### src/sv/wrpick_pkg.sv
package wrpick_pkg;

    localparam int POOL_ENTRIES = 16;
    localparam int PIDX_W       = (POOL_ENTRIES > 1) ? $clog2(POOL_ENTRIES) : 1;
    localparam int DIV_STEPS    = 32;
    localparam int DCNT_W       = $clog2(DIV_STEPS);

    localparam logic CMD_WRITE = 1'b0;
    localparam logic CMD_PICK  = 1'b1;

    typedef struct packed {
        logic        cmd;
        logic [3:0]  entry_index;
        logic [15:0] entry_item;
        logic [15:0] entry_weight;
        logic [31:0] random_value;
    } t_pick_in;

    typedef struct packed {
        logic [15:0] chosen_item;
        logic        empty_pool;
    } t_pick_out;

    typedef enum logic {
        ALU_ADD,
        ALU_SUB
    } t_alu_op;

    typedef struct packed {
        t_alu_op     op;
        logic [16:0] a;
        logic [15:0] b;
    } t_alu_req;

    typedef struct packed {
        logic [16:0] res;
        logic        ge;
    } t_alu_rsp;

endpackage

### src/sv/wrpick_alu.sv
module wrpick_alu
    import wrpick_pkg::*;
(
    input  t_alu_req i_req,
    output t_alu_rsp o_rsp
);

    logic [17:0] w_diff;

    assign w_diff = {1'b0, i_req.a} - {2'b00, i_req.b};

    always_comb begin
        o_rsp.ge = ~w_diff[17];
        unique case (i_req.op)
            ALU_ADD: o_rsp.res = i_req.a + {1'b0, i_req.b};
            ALU_SUB: o_rsp.res = w_diff[16:0];
            default: o_rsp.res = '0;
        endcase
    end

endmodule

### src/sv/weighted_random_pick_unit.sv
// Weighted random pick (roulette-wheel selection) over a small pool.
//
// Input channel (i_in_valid / o_in_ready / i_in_item) carries commands:
//   cmd = write : fills one pool slot (item, weight) and produces no
//                 result item.
//   cmd = pick  : uses random_value to choose a slot by weight and returns
//                 one result item on the output channel.
// Output channel (o_out_valid / i_out_ready / o_out_item) carries
//   chosen_item and empty_pool (total weight zero, item 0).
//
// A pick accepts the command, totals the weights in S_SUM, runs a
// restoring modulo of the random word by the total in S_DIV, scans the
// slots in S_SCAN and loads the result in S_FIN. An empty pool skips
// modulo and scan. One shared add/subtract-compare unit sets the pace;
// o_in_ready is low while a pick is in work.
// The result sits in an output register; new items are taken while it
// waits, but a following pick stalls at its end until the register frees.
// Reset clears the pool (per-slot valid bits) and drops any pending result.
module weighted_random_pick_unit
    import wrpick_pkg::*;
(
    input  logic      i_clk,
    input  logic      i_rst_n,
    input  logic      i_in_valid,
    output logic      o_in_ready,
    input  t_pick_in  i_in_item,
    output logic      o_out_valid,
    input  logic      i_out_ready,
    output t_pick_out o_out_item
);

    typedef enum logic [2:0] {
        S_IDLE,
        S_SUM,
        S_DIV,
        S_SCAN,
        S_FIN
    } t_state;

    t_state r_state;

    // pool storage; a slot that was never written reads as zero
    logic [15:0]             r_items   [POOL_ENTRIES];
    logic [15:0]             r_weights [POOL_ENTRIES];
    logic [POOL_ENTRIES-1:0] r_valid;

    logic [PIDX_W-1:0] r_idx;     // slot walked by sum and scan
    logic [DCNT_W-1:0] r_dcnt;    // modulo step counter
    logic [31:0]       r_dvd;     // random word, shifted out MSB first
    logic [15:0]       r_sum;     // 16-bit wrapping total
    logic [15:0]       r_rem;     // modulo remainder, then scan remainder
    t_pick_out         r_res;
    logic              r_out_valid;
    t_pick_out         r_out_item;

    logic              w_in_acc;
    logic              w_wr_ok;
    logic [PIDX_W-1:0] w_wr_addr;
    logic [15:0]       w_rd_item;
    logic [15:0]       w_rd_weight;
    logic              w_last_idx;
    t_alu_req          w_alu_req;
    t_alu_rsp          w_alu_rsp;

    assign o_in_ready  = (r_state == S_IDLE);
    assign w_in_acc    = i_in_valid && o_in_ready;
    assign w_wr_ok     = (32'(i_in_item.entry_index) < POOL_ENTRIES);
    assign w_wr_addr   = PIDX_W'(i_in_item.entry_index);
    assign w_rd_item   = r_valid[r_idx] ? r_items[r_idx]   : 16'd0;
    assign w_rd_weight = r_valid[r_idx] ? r_weights[r_idx] : 16'd0;
    assign w_last_idx  = (r_idx == PIDX_W'(POOL_ENTRIES - 1));

    // operand steering for the shared unit
    always_comb begin
        w_alu_req.op = ALU_SUB;
        w_alu_req.a  = {1'b0, r_rem};
        w_alu_req.b  = w_rd_weight;
        unique case (r_state)
            S_SUM: begin
                w_alu_req.op = ALU_ADD;
                w_alu_req.a  = {1'b0, r_sum};
            end
            S_DIV: begin
                w_alu_req.a = {r_rem, r_dvd[31]};
                w_alu_req.b = r_sum;
            end
            default: begin
            end
        endcase
    end

    wrpick_alu u_alu (
        .i_req (w_alu_req),
        .o_rsp (w_alu_rsp)
    );

    // slot data, no reset: r_valid masks unwritten slots
    always_ff @(posedge i_clk) begin
        if (w_in_acc && i_in_item.cmd == CMD_WRITE && w_wr_ok) begin
            r_items[w_wr_addr]   <= i_in_item.entry_item;
            r_weights[w_wr_addr] <= i_in_item.entry_weight;
        end
    end

    always_ff @(posedge i_clk) begin
        if (!i_rst_n) begin
            r_state     <= S_IDLE;
            r_valid     <= '0;
            r_out_valid <= 1'b0;
        end else begin
            // S_FIN reloads the register itself when the item leaves
            if (r_out_valid && i_out_ready && r_state != S_FIN) begin
                r_out_valid <= 1'b0;
            end
            unique case (r_state)
                S_IDLE: begin
                    if (w_in_acc) begin
                        if (i_in_item.cmd == CMD_WRITE) begin
                            if (w_wr_ok) begin
                                r_valid[w_wr_addr] <= 1'b1;
                            end
                        end else begin
                            r_dvd   <= i_in_item.random_value;
                            r_idx   <= '0;
                            r_sum   <= '0;
                            r_rem   <= '0;
                            r_dcnt  <= '0;
                            r_state <= S_SUM;
                        end
                    end
                end
                S_SUM: begin
                    // total up to the first zero item
                    if (w_rd_item == 16'd0 || w_last_idx) begin
                        if (w_rd_item != 16'd0) begin
                            r_sum <= w_alu_rsp.res[15:0];
                        end
                        if (w_rd_item == 16'd0 && r_sum == 16'd0 ||
                            w_rd_item != 16'd0 && w_alu_rsp.res[15:0] == 16'd0) begin
                            r_res.chosen_item <= 16'd0;
                            r_res.empty_pool  <= 1'b1;
                            r_state           <= S_FIN;
                        end else begin
                            r_state <= S_DIV;
                        end
                    end else begin
                        r_sum <= w_alu_rsp.res[15:0];
                        r_idx <= r_idx + 1'b1;
                    end
                end
                S_DIV: begin
                    // restoring modulo, one dividend bit a cycle
                    r_rem <= w_alu_rsp.ge ? w_alu_rsp.res[15:0] : w_alu_req.a[15:0];
                    r_dvd <= {r_dvd[30:0], 1'b0};
                    r_dcnt <= r_dcnt + 1'b1;
                    if (r_dcnt == DCNT_W'(DIV_STEPS - 1)) begin
                        r_idx   <= '0;
                        r_state <= S_SCAN;
                    end
                end
                S_SCAN: begin
                    r_res.empty_pool <= 1'b0;
                    priority if (w_rd_item == 16'd0) begin
                        r_res.chosen_item <= 16'd0;
                        r_state           <= S_FIN;
                    end else if (!w_alu_rsp.ge) begin
                        r_res.chosen_item <= w_rd_item;
                        r_state           <= S_FIN;
                    end else begin
                        r_rem <= w_alu_rsp.res[15:0];
                        if (w_last_idx) begin
                            r_res.chosen_item <= 16'd0;
                            r_state           <= S_FIN;
                        end else begin
                            r_idx <= r_idx + 1'b1;
                        end
                    end
                end
                S_FIN: begin
                    if (!r_out_valid || i_out_ready) begin
                        r_out_valid <= 1'b1;
                        r_out_item  <= r_res;
                        r_state     <= S_IDLE;
                    end
                end
                default: begin
                    r_state <= S_IDLE;
                end
            endcase
        end
    end

    assign o_out_valid = r_out_valid;
    assign o_out_item  = r_out_item;

endmodule

### config.mk
export PLATFORM = sky130hd
export DESIGN_NAME = weighted_random_pick_unit
export DESIGN_NICKNAME = d
export VERILOG_FILES = /design/src/sv/wrpick_pkg.sv /design/src/sv/wrpick_alu.sv /design/src/sv/weighted_random_pick_unit.sv
export SDC_FILE = /design/constraint.sdc
export NUM_CORES = 1
export LEC_CHECK = 0
export BUFFER_PORTS_ARGS = -buffer_cell sky130_fd_sc_hd__clkbuf_2
export CORE_ASPECT_RATIO = 1.2
export CORE_UTILIZATION = 40
export DETAILED_ROUTE_END_ITERATION = 10
export GPL_TIMING_DRIVEN = 0
export PLACE_DENSITY = 0.56
export SYNTH_ARGS = -nofsm -noshare
export SYNTH_HDL_FRONTEND = slang
export SYNTH_SLANG_ARGS = --single-unit
### constraint.sdc
create_clock -name i_clk -period 14.8 [get_ports i_clk]
set_input_delay 1.48 -clock i_clk [delete_from_list [all_inputs] [get_ports i_clk]]
set_output_delay 1.48 -clock i_clk [all_outputs]
set_load 0.05 [all_outputs]
==> Flow_metrics.wiki <==
{| class="wikitable"
! Metric !! Value
|-
| Top cells by instance count after synthesis || 619 x edfxtp_1, 154 x nand2_1, 134 x mux4_2
|-
| Antenna violations before repair || 7
|-
| Number of cells upsized or downsized after cts || 0
|-
| Run status || finished, final reports clean
|-
| Largest net degree at the start of global routing || 29
|-
| Internal reg-to-reg setup slack || around 7100 ps
|-
| Vias per Instance || between 5 and 6
|-
| Startpoint-to-endpoint class of the critical path || reg -> reg
|-
| WP data required || between 15,000 and 20,000 ps
|-
| Synthesized cell area || between 20,000 and 30,000 um^2
|-
| H-tree level count || 3
|-
| Worst Setup Start Kind || register
|-
| Buffers on Ports || 91
|-
| Routed len/inst || around 25 um
|-
| First-pass GRT wire length || between 100,000 and 150,000 um
|-
| Most instantiated flip-flop cell in the synthesis netlist || edfxtp_1
|-
| Biggest cell delay along the critical path || between 800 and 900 ps
|-
| Largest fanout on the critical path || 14
|-
| DRT Wirelength || approximately 69,000 um
|-
| Relative slew slack || about 29%
|-
| Startpoint of the tightest hold check path || r_res[13]
|-
| Buffers from clock root to sink, at most || 3
|-
| Number of buffers added for setup after CTS || 0
|-
| Sequential power share || roughly 33%
|-
| Fraction of layout instances using a drive strength above 1 || 23.9%
|-
| Hold WC Path Type || reg -> reg
|-
| Count leader, synth || edfxtp_1
|-
| Number of standard cells after synthesis || 1,611
|-
| Setup repair after global routing missed its margin || no
|-
| Count of distinct cell types in the synthesized netlist || between 70 and 80
|-
| Register area share after synthesis || 70.4%
|-
| CP max-delay cell || a311oi_1
|-
| Post-layout minimum cycle time || ~7700 ps
|-
| Internal power component || 4200 uW
|-
| Top cell type's share of synthesized area || 68.6%
|-
| Highest metal layer used by the detailed router || met5
|-
| Area of the core || approximately 67,000 um^2
|-
| Number of maximum-capacitance violations || 0
|-
| DR iter-0 viols || approximately 1,300
|-
| Max VDD drop || roughly 0.00009 V
|-
| Worst Reg-to-Reg Cells || 21
|-
| Width of the die || roughly 240 um
|-
| Total of endpoints with negative setup slack in the final report || 0
|-
| Async set or reset register ratio after synthesis || 0%
|-
| Hold EP || o_out_item[13]
|-
| Clock group share of total power || roughly a quarter
|-
| Number of vias in the routed layout || ~15,000
|-
| Fin nets || roughly 1,900
|-
| Weighted congestion reported at the end of routability-driven placement || 0.836
|-
| Syn Area/Cell || about 17 um^2
|-
| GRT Overall Usage || between 20% and 30%
|-
| Setup crit end kind || register
|-
| Setup WS post-layout || 7090 ps
|-
| Final period util || a little over half
|-
| Hold Fails Final Rpt || 0
|-
| Root Driver || clkbuf_16
|-
| Area grow syn2layout || 16.7%
|-
| Synthesis-stage register bit count || between 600 and 700
|-
| End of the worst register-to-register path || r_res[12]
|-
| Synth area leaders || edfxtp_1 69%, mux4_2 11%, nand2_1 2.1%
|-
| Worst-path clk slew || around 60 ps
|-
| Floorplan die height || between 200 and 300 um
|-
| Die ar. || a little under 70,000 um^2
|-
| Worst slack after detailed placement || around 7000 ps
|-
| Met2 routed wirelength || approximately 34,000 um
|-
| Initial Util || 40.4%
|-
| Critical path data arrival time || 8010 ps
|-
| Met1 routed wirelength after detailed routing || just under 30,000 um
|-
| Layout Skew || between 20 and 25 ps
|-
| Pins Over Slew Limit || 0
|-
| Number of detailed-route iterations in the first pass || 5
|-
| Number of enable flip-flop cells after synthesis || around 620
|-
| Total number of yosys warnings || 0
|-
| Insertion delay of the later-clocked pin in the worst-skew pair || 610 ps
|-
| Worst hold path cell count || 0
|-
| F_max || about 0.13 GHz
|-
| Grt ovf || 0
|-
| Mapped Nets || about 1,700
|-
| HPWL after detailed placement || 46,300 um
|-
| Cells traversed along the worst timing path || buf_2 > buf_2 > clkbuf_1 > clkbuf_1 > mux4_2 > mux4_2 > nand3b_1 > nand2_1 > ha_1 > fa_1 > o21bai_1 > nand4_1 > a311oi_1 > nor4_1 > a311oi_1 > xnor2_1 > and4b_1 > nor4b_2 > nor2_2 > nor2_2 > buf_8
|-
| Leakage power || approximately 0.011 uW
|-
| Clock sink count || around 640
|-
| Number of buffers inserted by hold repair at cts || 0
|-
| Inserted Clock Buffers || around 70
|-
| Post-synth top area cell || edfxtp_1
|-
| Fillcell total || 5,657
|-
| CTS tree || yes
|-
| Switching power share of the total || a little under two fifths
|-
| # DRC || 0
|-
| Power per Cell Area || 211 nW/um^2
|-
| Relative contribution of combinational cells to total power || between 40% and 50%
|-
| Total negative slack for setup checks || 0 ps
|-
| NetSw || about 2500 uW
|-
| Rows || 104
|-
| Number of primary I/O pins || between 90 and 100
|-
| Number of nets still failing antenna checks after routing || 0
|-
| Vias in the first global route || approximately 16,000
|-
| Detailed-routed wire length on met3 || about 4000 um
|-
| Least-Margin Pin Slew || ~1100 ps
|}
[worst max path at each step]
stage                 to     start  slack [ps]
5_1_grt        r_res[13]  register        6700
4_1_cts         r_res[4]  register        7060
3_5_place_dp    r_res[4]  register        7090
6_report       r_res[12]  register        7090
3_3_place_gp   r_res[11]  register        5970
2_1_floorplan  r_res[10]  register        8810
[state kept, by name (all words and copies together), names as in the netlist, 4 cells and up, named ones only]
signal and count:
r_items 256, r_weights 256, r_dvd 32, o_out_item 17, r_res 17, r_rem 16, r_sum 16, r_valid 16
r_dcnt 5, r_idx 4
[layout make-up]
class	instances	area (um^2)	area share (%)
diodes	1	2.50	0.00791
plain buffers	87	402	1.27
clock buffers	88	1820	5.75
clock inverters	31	375	1.19
inverters	42	158	0.499
multi-input cells	839	7590	24.0
flip-flops and latches	643	19100	60.3
well taps	901	1130	3.56
repair buffers	127	1080	3.41
[routing by layer]
layer / track usage, % / vias to the layer above
li1: - / 6759
met1: 27.4 / 7873
met2: 34.1 / 466
met3: 3.62 / 99
met4: 6.03 / 14
met5: 0 / -
[logic make-up (layout without fill, tap and decap cells)]
family                   after synthesis  count (layout)  synth area share, %
buffers and inverters                129             375                 2.06
AND/OR/NAND/NOR                      390             390                 6.55
adder cells (fa/ha/maj)               36              36                 1.72
flip-flops                           643             643                 70.4
AO/OA/AOI/OAI                        214             214                 5.72
multiplexers                         172             172                 12.7
other                                  0               1                    0
XOR/XNOR                              27              27                0.873
[cell usage in the layout, fill, tap and decap left out, types with 12 or more instances in the layout]
master,synthesis,layout
edfxtp_1,619,619
nand2_1,154,154
mux4_2,134,134
nor2_1,114,99
clkbuf_2,0,91
clkbuf_16,0,70
clkbuf_1,49,67
a21oi_1,59,59
inv_1,38,38
a22oi_1,38,38
ha_1,34,34
buf_2,24,24
dfxtp_1,24,24
xnor2_1,23,23
nand3_1,21,21
buf_6,5,20
mux2i_1,19,19
o31ai_1,17,17
mux2_2,16,16
nor2_4,0,13
nand2b_1,12,12
clkinv_1,0,12
[stage by stage]
step	hold WS (ps)	instances	util, %	area (um^2)	power [uW]
after floorplan	400	1611	-	27100	4200
after global placement	403	2603	42.8	28700	4980
after detailed placement	405	2639	43.9	29400	5020
after CTS	419	2758	47.2	31600	6720
after global routing	425	2758	47.2	31600	7040
final	419	2759	47.2	31600	6660
[power groups by stage]
stage	sequential, uW	combinational (uW)	clock, uW
floorplan	2230	1970	0
global placement	2240	2740	0
detailed placement	2230	2780	0
CTS	2200	2790	1730
global route	2210	3050	1780
finish	2200	2780	1690
[critical path, delay by kind of cell (launching register included)]
family	cells	cell delay, ps
AOI/OAI and AO/OA	3	1430
xor gates and xnor gates	1	200
adders and majority gates	2	780
buffers and inverters	5	2040
DFF	1	370
muxes	2	940
and+or+nand+nor	8	1620
(Power assumes the default switching activity.)
